[src/hw/rtl/fchc_pkg.sv]
`timescale 1ns / 1ps
// ----------------------------------------------------------------------------
// fchc_pkg
// shared types and constants of the flow counter hash chain core
// ----------------------------------------------------------------------------
package fchc_pkg;

  localparam logic [7:0] RESET_PROTOCOL = 8'd6;

  typedef struct packed {
    logic [31:0] src;
    logic [31:0] dst;
    logic [31:0] ports;
    logic [15:0] len;
    logic [31:0] sum;
  } fchc_item_t;

  typedef struct packed {
    logic        new_flow;
    logic        status;
    logic [31:0] packets;
    logic [31:0] bytes;
  } fchc_result_t;

  typedef enum logic [3:0] {
    ST_CLEAR,
    ST_IDLE,
    ST_MOD,
    ST_SCALE,
    ST_BREAD,
    ST_BCHECK,
    ST_PCHECK,
    ST_EMIT
  } fchc_state_t;

endpackage

[src/hw/rtl/fchc_front.sv]
`timescale 1ns / 1ps
// ----------------------------------------------------------------------------
// fchc_front
// protocol filter, tuple packing and hash sum, feeding a two-entry queue
// ----------------------------------------------------------------------------
module fchc_front import fchc_pkg::*; (
  input  logic        clk,
  input  logic        rst,
  input  logic        cfg_we,
  input  logic [7:0]  cfg_data,
  input  logic        push,
  output logic        full,
  input  logic [31:0] source_address,
  input  logic [31:0] dest_address,
  input  logic [15:0] source_port,
  input  logic [15:0] dest_port,
  input  logic [7:0]  protocol,
  input  logic [15:0] packet_length,
  output logic        item_valid,
  output fchc_item_t  item,
  input  logic        item_take
);

  logic [7:0] match_protocol;
  fchc_item_t q [2];
  logic [1:0] count;
  logic       rd_ptr;
  logic       wr_ptr;
  logic       wr;
  logic       rd;

  assign full       = (count == 2'd2);
  assign wr         = push && !full && (protocol == match_protocol);
  assign item_valid = (count != 2'd0);
  assign rd         = item_valid && item_take;
  assign item       = q[rd_ptr];

  always_ff @(posedge clk) begin
    if (rst) begin
      match_protocol <= RESET_PROTOCOL;
    end else if (cfg_we) begin
      match_protocol <= cfg_data;
    end
  end

  always_ff @(posedge clk) begin
    if (rst) begin
      count  <= 2'd0;
      rd_ptr <= 1'b0;
      wr_ptr <= 1'b0;
    end else begin
      if (wr) wr_ptr <= !wr_ptr;
      if (rd) rd_ptr <= !rd_ptr;
      count <= count + {1'b0, wr} - {1'b0, rd};
    end
  end

  always_ff @(posedge clk) begin
    if (wr) begin
      q[wr_ptr].src   <= source_address;
      q[wr_ptr].dst   <= dest_address;
      q[wr_ptr].ports <= {source_port, dest_port};
      q[wr_ptr].len   <= packet_length;
      q[wr_ptr].sum   <= source_address + dest_address
                         + {16'd0, source_port} + {16'd0, dest_port};
    end
  end

  assert property (@(posedge clk) disable iff (rst) count <= 2'd2)
    else $error("queue count overflow");
  assert property (@(posedge clk) disable iff (rst) (rd && !wr) |=> count == $past(count) - 2'd1)
    else $error("queue count after pop");

endmodule

[config.mk]
export PLATFORM = sky130hd
export DESIGN_NAME = fchc_front
export DESIGN_NICKNAME = d
export VERILOG_FILES = /design/src/hw/rtl/fchc_pkg.sv /design/src/hw/rtl/fchc_front.sv
export SDC_FILE = /design/constraint.sdc
export NUM_CORES = 1
export LEC_CHECK = 0
export ABC_CLOCK_PERIOD_IN_PS = 11860
export BUFFER_PORTS_ARGS = -buffer_cell sky130_fd_sc_hd__buf_4
export CAP_MARGIN = 10
export CORE_MARGIN = 2
export CORE_UTILIZATION = 55
export DETAILED_ROUTE_END_ITERATION = 6
export HOLD_SLACK_MARGIN = 0.02
export MAX_ROUTING_LAYER = met4
export PLACE_DENSITY = 0.8
export SYNTH_ARGS = -nofsm -noshare
export SYNTH_HDL_FRONTEND = slang
export SYNTH_SLANG_ARGS = --single-unit
[constraint.sdc]
create_clock -name clk -period 11.86 [get_ports clk]
set_clock_uncertainty 0.1 [all_clocks]
set_input_delay 1.779 -clock clk [delete_from_list [all_inputs] [get_ports clk]]
set_output_delay 1.779 -clock clk [all_outputs]
set_load 0.02 [all_outputs]
==> metrics list, run 1 <==
* Diode count: 0
* Max cap viols: 0
- Worst hold-check path type: flop to flop
- Root buffer cell: sky130_fd_sc_hd__clkbuf_16
- Growth of design area from synthesis to finish: 23.7%
- The wire-length estimate of the detail-placed layout is between 15000 and 20000 µm.
* Synth cell types: 54
* Residual antenna-violating net count after detailed routing: 0
* Number of synthesized flops with an enable pin: 288
* Number of setup buffers added after CTS: 0
- After synthesis the netlist holds a flip-flop and latch count of approximately 300.
- Multi-input combinational cell area: approximately 4700 µm²
- For the worst-skew pair, the clock arrives at the later sink with an insertion delay of between 0.5 and 0.6 ns.
- Measured on the finished design, the core utilization comes to roughly 69%.
- In this run the critical register-to-register path is launched from match_protocol[6].
* Fillers: between 1.5k and 2k
- Initial DRT Pass Iterations: 4
- # IOs: around 280
* Total of buffers placed on input and output ports: about 280
- After detailed routing, the number of remaining DRC violations is 0.
- In the synthesized netlist, the number of instances is between 900 and 1k.
- Number of levels the H-tree was split into: 1
* Synth warnings: 0
* Final Max Tran Viols: 0
- The worst setup path is launched from a flop.
* Worst IR Drop VDD: between 0.0001 and 0.00015 V
- Result of the run: complete, no violations
* Hold_buf cts: 0
- Counting every net in the synthesized netlist gives 1143.
- Min-delay src: match_protocol[4]
- Clock Path Buffers: 3
- The library cell used most frequently in the layout, excluding fill and tap cells, is sky130_fd_sc_hd__edfxtp_1.
* Fraction of synthesis flops using an asynchronous set or reset pin: 0%
- Die boundary width: approximately 160 µm
- Average size of a mapped cell: 15.4 µm²
* Core outline area: between 20000 and 30000 µm²
- All-Layer GR Usage: 21.2%
- Final setup violating endpoints: 0
* Post-cts gate resize count: 0
- Standby leakage power: 6.85 nW
* Top flip-flop cell by instance count after synthesis: sky130_fd_sc_hd__edfxtp_1
* Ratio of routed vias to standard cells: 5.34
- Clock Pin Slew Worst Setup and Hold Paths: approximately 0.060 ns
- Worst setup path class: flop to primary output
- In the final timing run, aggregate negative setup slack is 0 ns.
- Of the available clock period, the critical path in the final layout requires 44.1%.
* Pin count of the biggest net entering global routing: around 150
* Die height: about 160 µm
* Setup slack, reg-to-reg: 8.51 ns
- Maximum clock rate: 0.191 GHz
* Final-report hold violation count: 0
- In the layout the commonest cells are 288 x sky130_fd_sc_hd__edfxtp_1, 281 x sky130_fd_sc_hd__buf_4, 144 x sky130_fd_sc_hd__mux2_2.
- In this run, CTS created clock tree buffers numbering 30.
- Clock period minus worst slack: ~5.2 ns
* Final #Nets: ~1.4k
* Die ar.: between 20000 and 30000 µm²
* Number of cells on the worst reg-to-reg path: 5
- At the end of routability-driven placement, the weighted congestion stood at 0.881.
- Critical path data arrival time: ~3.4 ns
- Unrepaired setup endpoints after global routing: no
- Portion of the post-synthesis area used by sequential elements: a little over three fifths
* Cell Pwr Density: 155 nW/µm²
- End of the worst register-to-register path: q[1][101]
- After the first detailed-routing iteration, the DRC count stood at ~590.
- Synthesized area: between 10000 and 15000 µm²
- After detailed routing, the average wire length per cell comes to between 15 and 20 µm.
- Wires add up to 28300 µm.
* Element type at the critical path end: primary output
- The first global-routing pass estimated ~43000 µm of wire.
- Vias in the first global route: approximately 8.3k
- Antenna violations before repair: 0
- Crit path setup slack, layout: approximately 6.6 ns
* Critical Path Fanout Max: between 50 and 60
- Cells with a size suffix above 1 make up about two fifths of the layout.
- For this run the aggregate overflow at the end of global routing stands at 0.
* Headroom to the max-slew limit: 28.3%
* CTS tree: done
* Worst-Margin Slew: roughly 1.1 ns
* Critical path destination: item[131]
- Total vias in the final route: about 8.3k
- For the worst setup path, the data required time is about 10 ns.
- Initial Utilization: about 56%
* Number of clock sinks: about 300
* Std cell rows: 58
- Summing all flip-flop and latch instances after layout gives ~8900 µm².
- At the placement stage, the worst setup path has a slack of 6.53 ns.
-- per-layer routing --
layer  track usage (%)  up-vias  wire (µm)
li1                  -     3943          -
met1              26.7     4011      11600
met2              35.4      286      13800
met3              4.75       37       2320
met4              5.06        0        538
met5                 -        -          0
-- flip-flops by register name, summed over array words and instances (netlist names), named ones only --
| signal | cells |
|---|---|
| q | 288 |
| match_protocol | 8 |
| count | 2 |
| rd_ptr | 1 |
| wr_ptr | 1 |
-- critical path, stage by stage (launching register included) --
cell and delay [ns]:
sky130_fd_sc_hd__dfxtp_4 0.73, sky130_fd_sc_hd__buf_4 0.61, sky130_fd_sc_hd__buf_4 0.76, sky130_fd_sc_hd__mux2_2 0.43, sky130_fd_sc_hd__buf_4 0.16
-- kinds of logic after synthesis --
family | Yosys count | share of synthesized area [%]
DFF | 301 | 63.2
adders and majority gates | 95 | 10.1
buffers and inverters | 125 | 3.41
AOI/OAI and AO/OA | 103 | 5.21
xor gates and xnor gates | 40 | 2.49
muxes | 150 | 11.9
and+or+nand+nor | 101 | 3.56
-- worst min path at each step --
| stage | cells past startpoint | slack [ns] | end |
|---|---|---|---|
| 3_3_place_gp | 2 | 0.39 | match_protocol[7] |
| 3_5_place_dp | 2 | 0.41 | match_protocol[4] |
| 6_report | 2 | 0.42 | match_protocol[4] |
| 5_1_grt | 2 | 0.45 | match_protocol[0] |
| 2_1_floorplan | 2 | 0.38 | match_protocol[0] |
| 4_1_cts | 2 | 0.42 | match_protocol[4] |
-- layout make-up --
type	count	area share (%)
clock buffer	37	4.46
clock inverter	16	0.783
inverter	94	2.02
multi-input combinational	489	27.0
sequential	301	51.1
tap	330	2.37
timing repair buffer	282	12.2
-- report_power, final --
group          internal [mW]  switching (mW)
clock                  0.505           0.380
sequential              1.21         0.00930
combinational          0.259           0.339
total                   1.97           0.729
-- cells in the mapped netlist, types with 2 or more instances --
cell | count | area [µm²]
sky130_fd_sc_hd__nor3_1 | 5 | 25.0
sky130_fd_sc_hd__a211o_1 | 4 | 35.0
sky130_fd_sc_hd__ha_1 | 63 | 788
sky130_fd_sc_hd__a21o_1 | 8 | 60.1
sky130_fd_sc_hd__inv_1 | 94 | 353
sky130_fd_sc_hd__a41oi_1 | 2 | 17.5
sky130_fd_sc_hd__a31oi_1 | 2 | 12.5
sky130_fd_sc_hd__xnor2_1 | 27 | 236
sky130_fd_sc_hd__and2_1 | 6 | 37.5
sky130_fd_sc_hd__nand2_1 | 26 | 97.6
sky130_fd_sc_hd__dfxtp_1 | 13 | 260
sky130_fd_sc_hd__buf_2 | 9 | 45.0
sky130_fd_sc_hd__o2111ai_1 | 2 | 17.5
sky130_fd_sc_hd__nor2_1 | 29 | 109
sky130_fd_sc_hd__and4_1 | 3 | 26.3
sky130_fd_sc_hd__mux2_2 | 144 | 1620
sky130_fd_sc_hd__a221oi_2 | 2 | 30.0
sky130_fd_sc_hd__edfxtp_1 | 288 | 8650
sky130_fd_sc_hd__fa_1 | 32 | 641
sky130_fd_sc_hd__nand4_1 | 5 | 31.3
sky130_fd_sc_hd__a211oi_1 | 4 | 30.0
sky130_fd_sc_hd__xor2_1 | 13 | 114
sky130_fd_sc_hd__nor2b_1 | 7 | 43.8
sky130_fd_sc_hd__or3_1 | 2 | 12.5
sky130_fd_sc_hd__mux2i_1 | 6 | 60.1
sky130_fd_sc_hd__o211ai_1 | 7 | 52.6
sky130_fd_sc_hd__clkbuf_1 | 21 | 78.8
sky130_fd_sc_hd__nand3_1 | 8 | 40.0
sky130_fd_sc_hd__o21ai_0 | 24 | 120
sky130_fd_sc_hd__and3_1 | 4 | 25.0
sky130_fd_sc_hd__a21oi_1 | 32 | 160
-- metrics by stage --
stage          std cells  power, mW  hold slack [ns]  cell area [µm²]
2_1_floorplan        915       1.64            0.381            14100
3_3_place_gp        1496       1.82            0.394            16500
3_5_place_dp        1496       1.84            0.406            16500
4_1_cts             1549       2.72            0.420            17400
5_1_grt             1549       2.82            0.451            17400
6_report            1549       2.70            0.418            17400
Note: power is estimated with default switching activity, not from simulation.
==> inputs of run 2 (changes only) <==
ABC_CLOCK_PERIOD_IN_PS = 5370   (was 11860)
clock period = 5.37 ns   (was 11.86 ns; I/O delays follow)
==> metrics list, run 2 (synthesis results as in run 1) <==
- The wire length of the first global-routing pass was 43500 µm (+0.70%).
* Post-DP HPWL: 19800 µm (+0.93%)
* Die boundary width: 164 µm (unchanged)
* Number of setup buffers added after CTS: 0 (unchanged)
- Register cell area after layout: 8910 µm² (unchanged)
* Total vias in the final route: 8360 (+1.0%)
- # IOs: 279 (unchanged)
* Critical path data arrival time: 4.06 ns (+0.71 ns)
* Total chip power: 6.17 mW (+130%)
- Worst hold-check path type: primary input to flop
- Most common cell after layout, fill and taps aside: sky130_fd_sc_hd__edfxtp_1
* Max cap viols: 0 (unchanged)
- Die ar.: 26900 µm² (unchanged)
* Standby leakage power: 6.95 nW (+1.4%)
- The total count of hold-check failures in the final report came to 0 (unchanged).
- q holds more flip-flops than any other register.
- The number of failing setup endpoints in the final timing report came to 0 (unchanged).
- All-Layer GR Usage: 21.4% (+0.12 points)
- Core outline area: 25200 µm² (unchanged)
- Highest-count cells in the layout ignoring fill and taps: 288 x sky130_fd_sc_hd__edfxtp_1, 280 x sky130_fd_sc_hd__buf_4, 144 x sky130_fd_sc_hd__mux2_2
- The clock latency reported for the late side of the worst-skew pair came to 0.50 ns (-0.05 ns).
- The footprint of the multi-input gates was 4710 µm² (unchanged).
- The leftover overflow at the end of global routing came to 0 (unchanged).
* Worst IR Drop VDD: 0.000230 V (+120%)
- Final #Nets: 1432 (+0.42%)
- The post-detailed-route count of antenna-violating nets was 0 (unchanged).
- Fillers: 1712 (-1.4%)
- The number of instances resized during post-cts repair was 0 (unchanged).
- Clock Pin Slew Worst Setup and Hold Paths: 0.06 ns (about the same)
* Growth of design area from synthesis to finish: 25.0%
* Initial Utilization: 55.9% (unchanged)
* Antenna violations before repair: 0 (unchanged)
- Clock tree synthesis selected as its root buffer the cell sky130_fd_sc_hd__clkbuf_16.
- The number of buffers on the longest clock path is 3 (unchanged).
- GP Congestion: 0.862 (-2.1%)
* Drt drc: 0 (unchanged)
* Critical Path Fanout Max: 6 (-89%)
* Crit path required time: 5.50 ns (-4.48 ns)
- The die boundary height is 164 µm (unchanged).
- Final Max Tran Viols: 0 (unchanged)
- Maximum clock rate: between 0.2 and 0.3 GHz
- Std cell rows: 58 (unchanged)
- Initial DRT Pass Iterations: 5 (+1)
- Setup repair after global routing left no endpoint under its margin.
- Overall routed net length: 28400 µm (+0.38%)
* Headroom to the max-slew limit: 26.4% (-1.9 points)
- Ratio of routed vias to standard cells: 5.38 (+0.74%)
- Worst setup path class: primary input to flop
- Largest registers in the final layout: q: 288 flops, match_protocol: 8 flops, count: 2 flops
- Detailed router's first-iteration violation count: 461 (-22%)
- Ratio of cells with drive above 1 in the final layout: 39.9% (+0.53 points)
- Startpoint Class: primary input
- Element type at the critical path end: flop
* Number of clock sinks: 301 (unchanged)
- The number of flip-flops under the largest register name was 288 (unchanged).
- Wire length per cell after detailed routing: 18.3 µm (+0.12%)
* Hold_buf cts: 0 (unchanged)
- Diode count: 0 (unchanged)
- The maximum level of the CTS H-tree is 2 (+1).
- Of the available clock period, the critical path in the final layout requires around 73%.
- Worst-Margin Slew: 1.10 ns (+0.0284 ns)
- CTS tree: done
- Total of buffers placed on input and output ports: 278 (unchanged)
- The via count of the first global-routing pass was 8682 (+4.2%).
- The worst path in the final design needs a cycle of about 3.9 ns, including I/O delays and setup.
- Result of the run: complete, no violations
- The power density over cell area is 350 nW/µm² (+130%).
- Pin count of the biggest net entering global routing: 145 (unchanged)
* TritonCTS buffer count: 34 (+13%)
- The sum of negative setup slack is 0 ns (unchanged).
==> run 2: cell types whose count changed in the layout (fill, tap and decap cells not counted) <==
cell	before	now
sky130_fd_sc_hd__clkbuf_1	7	5
sky130_fd_sc_hd__buf_12	1	4
sky130_fd_sc_hd__clkbuf_16	30	37
sky130_fd_sc_hd__clkinv_1	8	6
sky130_fd_sc_hd__clkinvlp_4	2	1
sky130_fd_sc_hd__bufinv_16	2	1
sky130_fd_sc_hd__clkinv_8	1	0
sky130_fd_sc_hd__clkbuf_8	0	2
sky130_fd_sc_hd__buf_4	281	280
==> run 2: worst paths after layout <==
check | from | end | slack (ns) | cells after the start
worst max-delay path | source_address[1] | q[1][29] | 1.44 | 13
worst min register to register | match_protocol[5] | match_protocol[5] | 0.42 | 2
worst min-delay path | packet_length[1] | q[0][33] | 0.39 | 1
worst max register to register | match_protocol[1] | q[1][42] | 2.59 | 5
==> run 2: report_power, final <==
| part | switching [mW] | internal, mW | leakage (nW) |
|---|---|---|---|
| clock | 0.855 | 1.31 | 0.512 |
| sequential | 0.00553 | 2.67 | 2.70 |
| combinational | 0.754 | 0.575 | 3.74 |
==> run 2: worst max-delay path, cell delays in order <==
cell and delay (ns):
sky130_fd_sc_hd__buf_4 0.10, sky130_fd_sc_hd__inv_1 0.06, sky130_fd_sc_hd__fa_1 0.52, sky130_fd_sc_hd__inv_1 0.05
sky130_fd_sc_hd__fa_1 0.47, sky130_fd_sc_hd__ha_1 0.25, sky130_fd_sc_hd__fa_1 0.41, sky130_fd_sc_hd__a21oi_1 0.34
sky130_fd_sc_hd__o22ai_4 0.19, sky130_fd_sc_hd__o211ai_2 0.31, sky130_fd_sc_hd__a2111oi_4 0.13, sky130_fd_sc_hd__nor4b_1 0.31
sky130_fd_sc_hd__a211oi_1 0.11
==> run 2: area by class of cell <==
type                            instances  share of cell area, %
Timing Repair Buffer                  284                   12.4
Sequential cell                       301                   50.6
Multi-Input combinational cell        489                   26.7
Clock inverter                         11                  0.426
Tap cell                              330                   2.34
Clock buffer                           44                   5.52
Inverter                               94                   2.00
==> run 2: layer usage <==
layer	vias to the layer above	wire [µm]	global-route usage (%)
li1	3954	-	-
met4	0	757	6.82
met2	295	14000	35.6
met5	-	0	-
met3	53	2240	5.81
met1	4058	11400	25.5
==> run 2: metrics by stage <==
stage | utilization (%) | std cells | hold WS (ns) | setup slack, ns | instance area (µm²)
floorplan | - | 915 | 0.381 | 0.0602 | 14100
global placement | 65.8 | 1498 | 0.394 | 1.06 | 16600
detailed placement | 65.8 | 1498 | 0.407 | 0.952 | 16600
CTS | 69.9 | 1553 | 0.367 | 1.46 | 17600
global route | 69.9 | 1553 | 0.369 | 1.14 | 17600
finish | 69.9 | 1553 | 0.387 | 1.44 | 17600
==> inputs of run 3 (changes only) <==
ABC_CLOCK_PERIOD_IN_PS = 3900   (was 5370)
clock period = 3.9 ns   (was 5.37 ns; I/O delays follow)
==> metrics list, run 3 (synthesis results as in run 1) <==
- The clock-pin slew of the registers on the worst-case setup and hold paths was 0.06 ns (about the same).
* Ratio of routed vias to standard cells: 5.37 (-0.29%)
* Tightest hold margin: 0.118 ns (-0.269 ns)
- Final setup violating endpoints: 0 (unchanged)
* Hold worst-path end: q[0][40]
- The worst register-to-register path ends at q[0][105].
- The wire length of the first global-routing pass was 45000 µm (+3.4%).
- The sum of negative setup slack was 0 ns (unchanged).
- The overall die width came to 164 µm (unchanged).
- Initial Utilization: 55.9% (unchanged)
- Reg with most FFs: q
- Worst reg2reg path startpoint: match_protocol[7]
* Clock insertion delay at the later pin of the skew report: 0.55 ns (+0.05 ns)
* Final #Nets: 1461 (+2.0%)
* Critical path data arrival time: 3.84 ns (-0.22 ns)
* Overall routed net length: 29200 µm (+2.8%)
* All-Layer GR Usage: 21.9% (+0.55 points)
- Min-delay src: packet_length[8]
- Vias in the first global route: 8862 (+2.1%)
- The number of placed instances, taps included came to 1530 (+2.1%).
- Element type at the critical path end: flop
- The antenna diode count came to 0 (unchanged).
* Growth of design area from synthesis to finish: 26.3%
* # IOs: 279 (unchanged)
* Standby leakage power: 7.06 nW (+1.6%)
* Drt drc: 0 (unchanged)
* Headroom to the max-slew limit: 43.6% (+17 points)
- Number of clock sinks: 301 (unchanged)
- After layout, the worst path uses approximately 92% of the clock period.
- The final instance count without filler cells came to 1586 (+2.1%).
- The number of instances resized during post-cts repair came to 0 (unchanged).
- The total count of hold-check failures in the final report was 0 (unchanged).
- The total via count after detailed routing came to 8513 (+1.8%).
* Crit path required time: 4.14 ns (-1.36 ns)
- The number of I/O port buffers is 278 (unchanged).
- The maximum level of the CTS H-tree was 1 (-1).
- Clock Path Buffers: 3 (unchanged)
* TritonCTS buffer count: 31 (-8.8%)
- Register cell area after layout: 8910 µm² (unchanged)
- Unrepaired setup endpoints after global routing: no
* Root buffer cell: sky130_fd_sc_hd__clkbuf_16
- Final Max Tran Viols: 0 (unchanged)
- The slew at the pin closest to its max-slew limit was 0.845 ns (-0.259 ns).
* Core outline area: 25200 µm² (unchanged)
- The largest registers in the layout are q: 288 flops, match_protocol: 8 flops, count: 2 flops.
* Fillers: 1700 (-0.70%)
- STA classifies the critical path startpoint as a primary input.
* Pin count of the biggest net entering global routing: 145 (unchanged)
- Max cap viols: 0 (unchanged)
- The iteration-0 DRC count of the detailed router came to 516 (+12%).
- CTS tree: done
* Antenna violations before repair: 0 (unchanged)
* Setup slack, reg-to-reg: 1.43 ns (-1.16 ns)
- The standard-cell row count is 58 (unchanged).
- Worst setup path class: primary input to flop
- The maximum fanout count along the critical path is 5 (-1).
- Multi-input combinational cell area: 4710 µm² (+0.11%)
- The min-delay analysis places its worst path in the category primary input to flop.
- Number of flip-flops under the largest register name: 288 (unchanged)
- The first-pass iteration count of the detailed router is 4 (-1).
- Maximum clock rate: 0.278 GHz
- Core utilization of the finished layout: 70.7% (+0.72 points)
- The post-detailed-route count of antenna-violating nets was 0 (unchanged).
- The cell depth of the worst hold path is 1 (unchanged).
- Post-DP HPWL: 20700 µm (+4.8%)
- The last weighted congestion value of the routability-driven placer is 0.890 (+3.2%).
- The number of setup buffers added after CTS came to 0 (unchanged).
- The share of cells above drive strength 1 was 41.1% (+1.2 points).
- Leaving out fill and tap cells, the most frequent cell in the layout is sky130_fd_sc_hd__buf_4.
* Worst IR Drop VDD: 0.000383 V (+67%)
- Clock period minus worst slack: roughly 3.6 ns
- Global route overflow: 0 (unchanged)
* Highest-count cells in the layout ignoring fill and taps: 308 x sky130_fd_sc_hd__buf_4, 288 x sky130_fd_sc_hd__edfxtp_1, 144 x sky130_fd_sc_hd__mux2_2
- Number of cells on the worst reg-to-reg path: 6 (+1)
- The die boundary height was 164 µm (unchanged).
- The die area came to 26900 µm² (unchanged).
- Hold_buf cts: 0 (unchanged)
- Cell Pwr Density: 471 nW/µm² (+35%)
* Wire length per cell after detailed routing: 18.4 µm (+0.64%)
- The run finished with clean final reports.
run 3: critical path, stage by stage:
cell and delay [ns]:
sky130_fd_sc_hd__buf_4 0.09, sky130_fd_sc_hd__inv_1 0.05, sky130_fd_sc_hd__fa_1 0.58, sky130_fd_sc_hd__inv_1 0.07, sky130_fd_sc_hd__fa_1 0.51, sky130_fd_sc_hd__ha_1 0.20
sky130_fd_sc_hd__fa_1 0.22, sky130_fd_sc_hd__a21oi_1 0.08, sky130_fd_sc_hd__buf_4 0.15, sky130_fd_sc_hd__o22ai_4 0.23, sky130_fd_sc_hd__o211ai_2 0.19, sky130_fd_sc_hd__a2111oi_4 0.47
sky130_fd_sc_hd__nor4b_1 0.09, sky130_fd_sc_hd__a211oi_1 0.34
run 3: power by group:
group          leakage (nW)  internal, mW  switching (mW)
registers              2.70          3.67         0.00799
logic                  3.91         0.893            1.08
clock network         0.458          1.58            1.15
total                  7.06          6.14            2.24
run 3: how the worst max path moves through the flow:
| stage | startpoint | to | cells past startpoint |
|---|---|---|---|
| floorplan | protocol[1] | q[0][0] | 5 |
| global placement | source_address[5] | q[0][29] | 13 |
| detailed placement | source_address[1] | q[1][29] | 14 |
| CTS | source_address[1] | q[0][29] | 14 |
| global route | source_address[1] | q[0][29] | 14 |
| finish | source_address[1] | q[0][29] | 14 |
run 3: through the flow:
stage	setup WS, ns	instance area [µm²]	power [mW]
2_1_floorplan	0.0773	14100	5.00
3_3_place_gp	-0.0691	16900	5.67
3_5_place_dp	-0.220	16900	5.72
4_1_cts	0.337	17800	8.45
5_1_grt	0.0986	17800	8.77
6_report	0.303	17800	8.38
run 3: area by class of cell:
type,count,share of cell area [%]
Timing Repair Buffer,316,13.9
Clock buffer,38,4.51
Sequential cell,301,50.1
Tap cell,330,2.32
Inverter,94,1.98
Clock inverter,18,0.738
Multi-Input combinational cell,489,26.5
run 3: layer usage:
| layer | routed length, µm | GRT usage, % |
|---|---|---|
| met4 | 735 | 6.10 |
| met5 | 0 | - |
| met2 | 14600 | 37.3 |
| met3 | 2160 | 4.77 |
| met1 | 11700 | 26.6 |
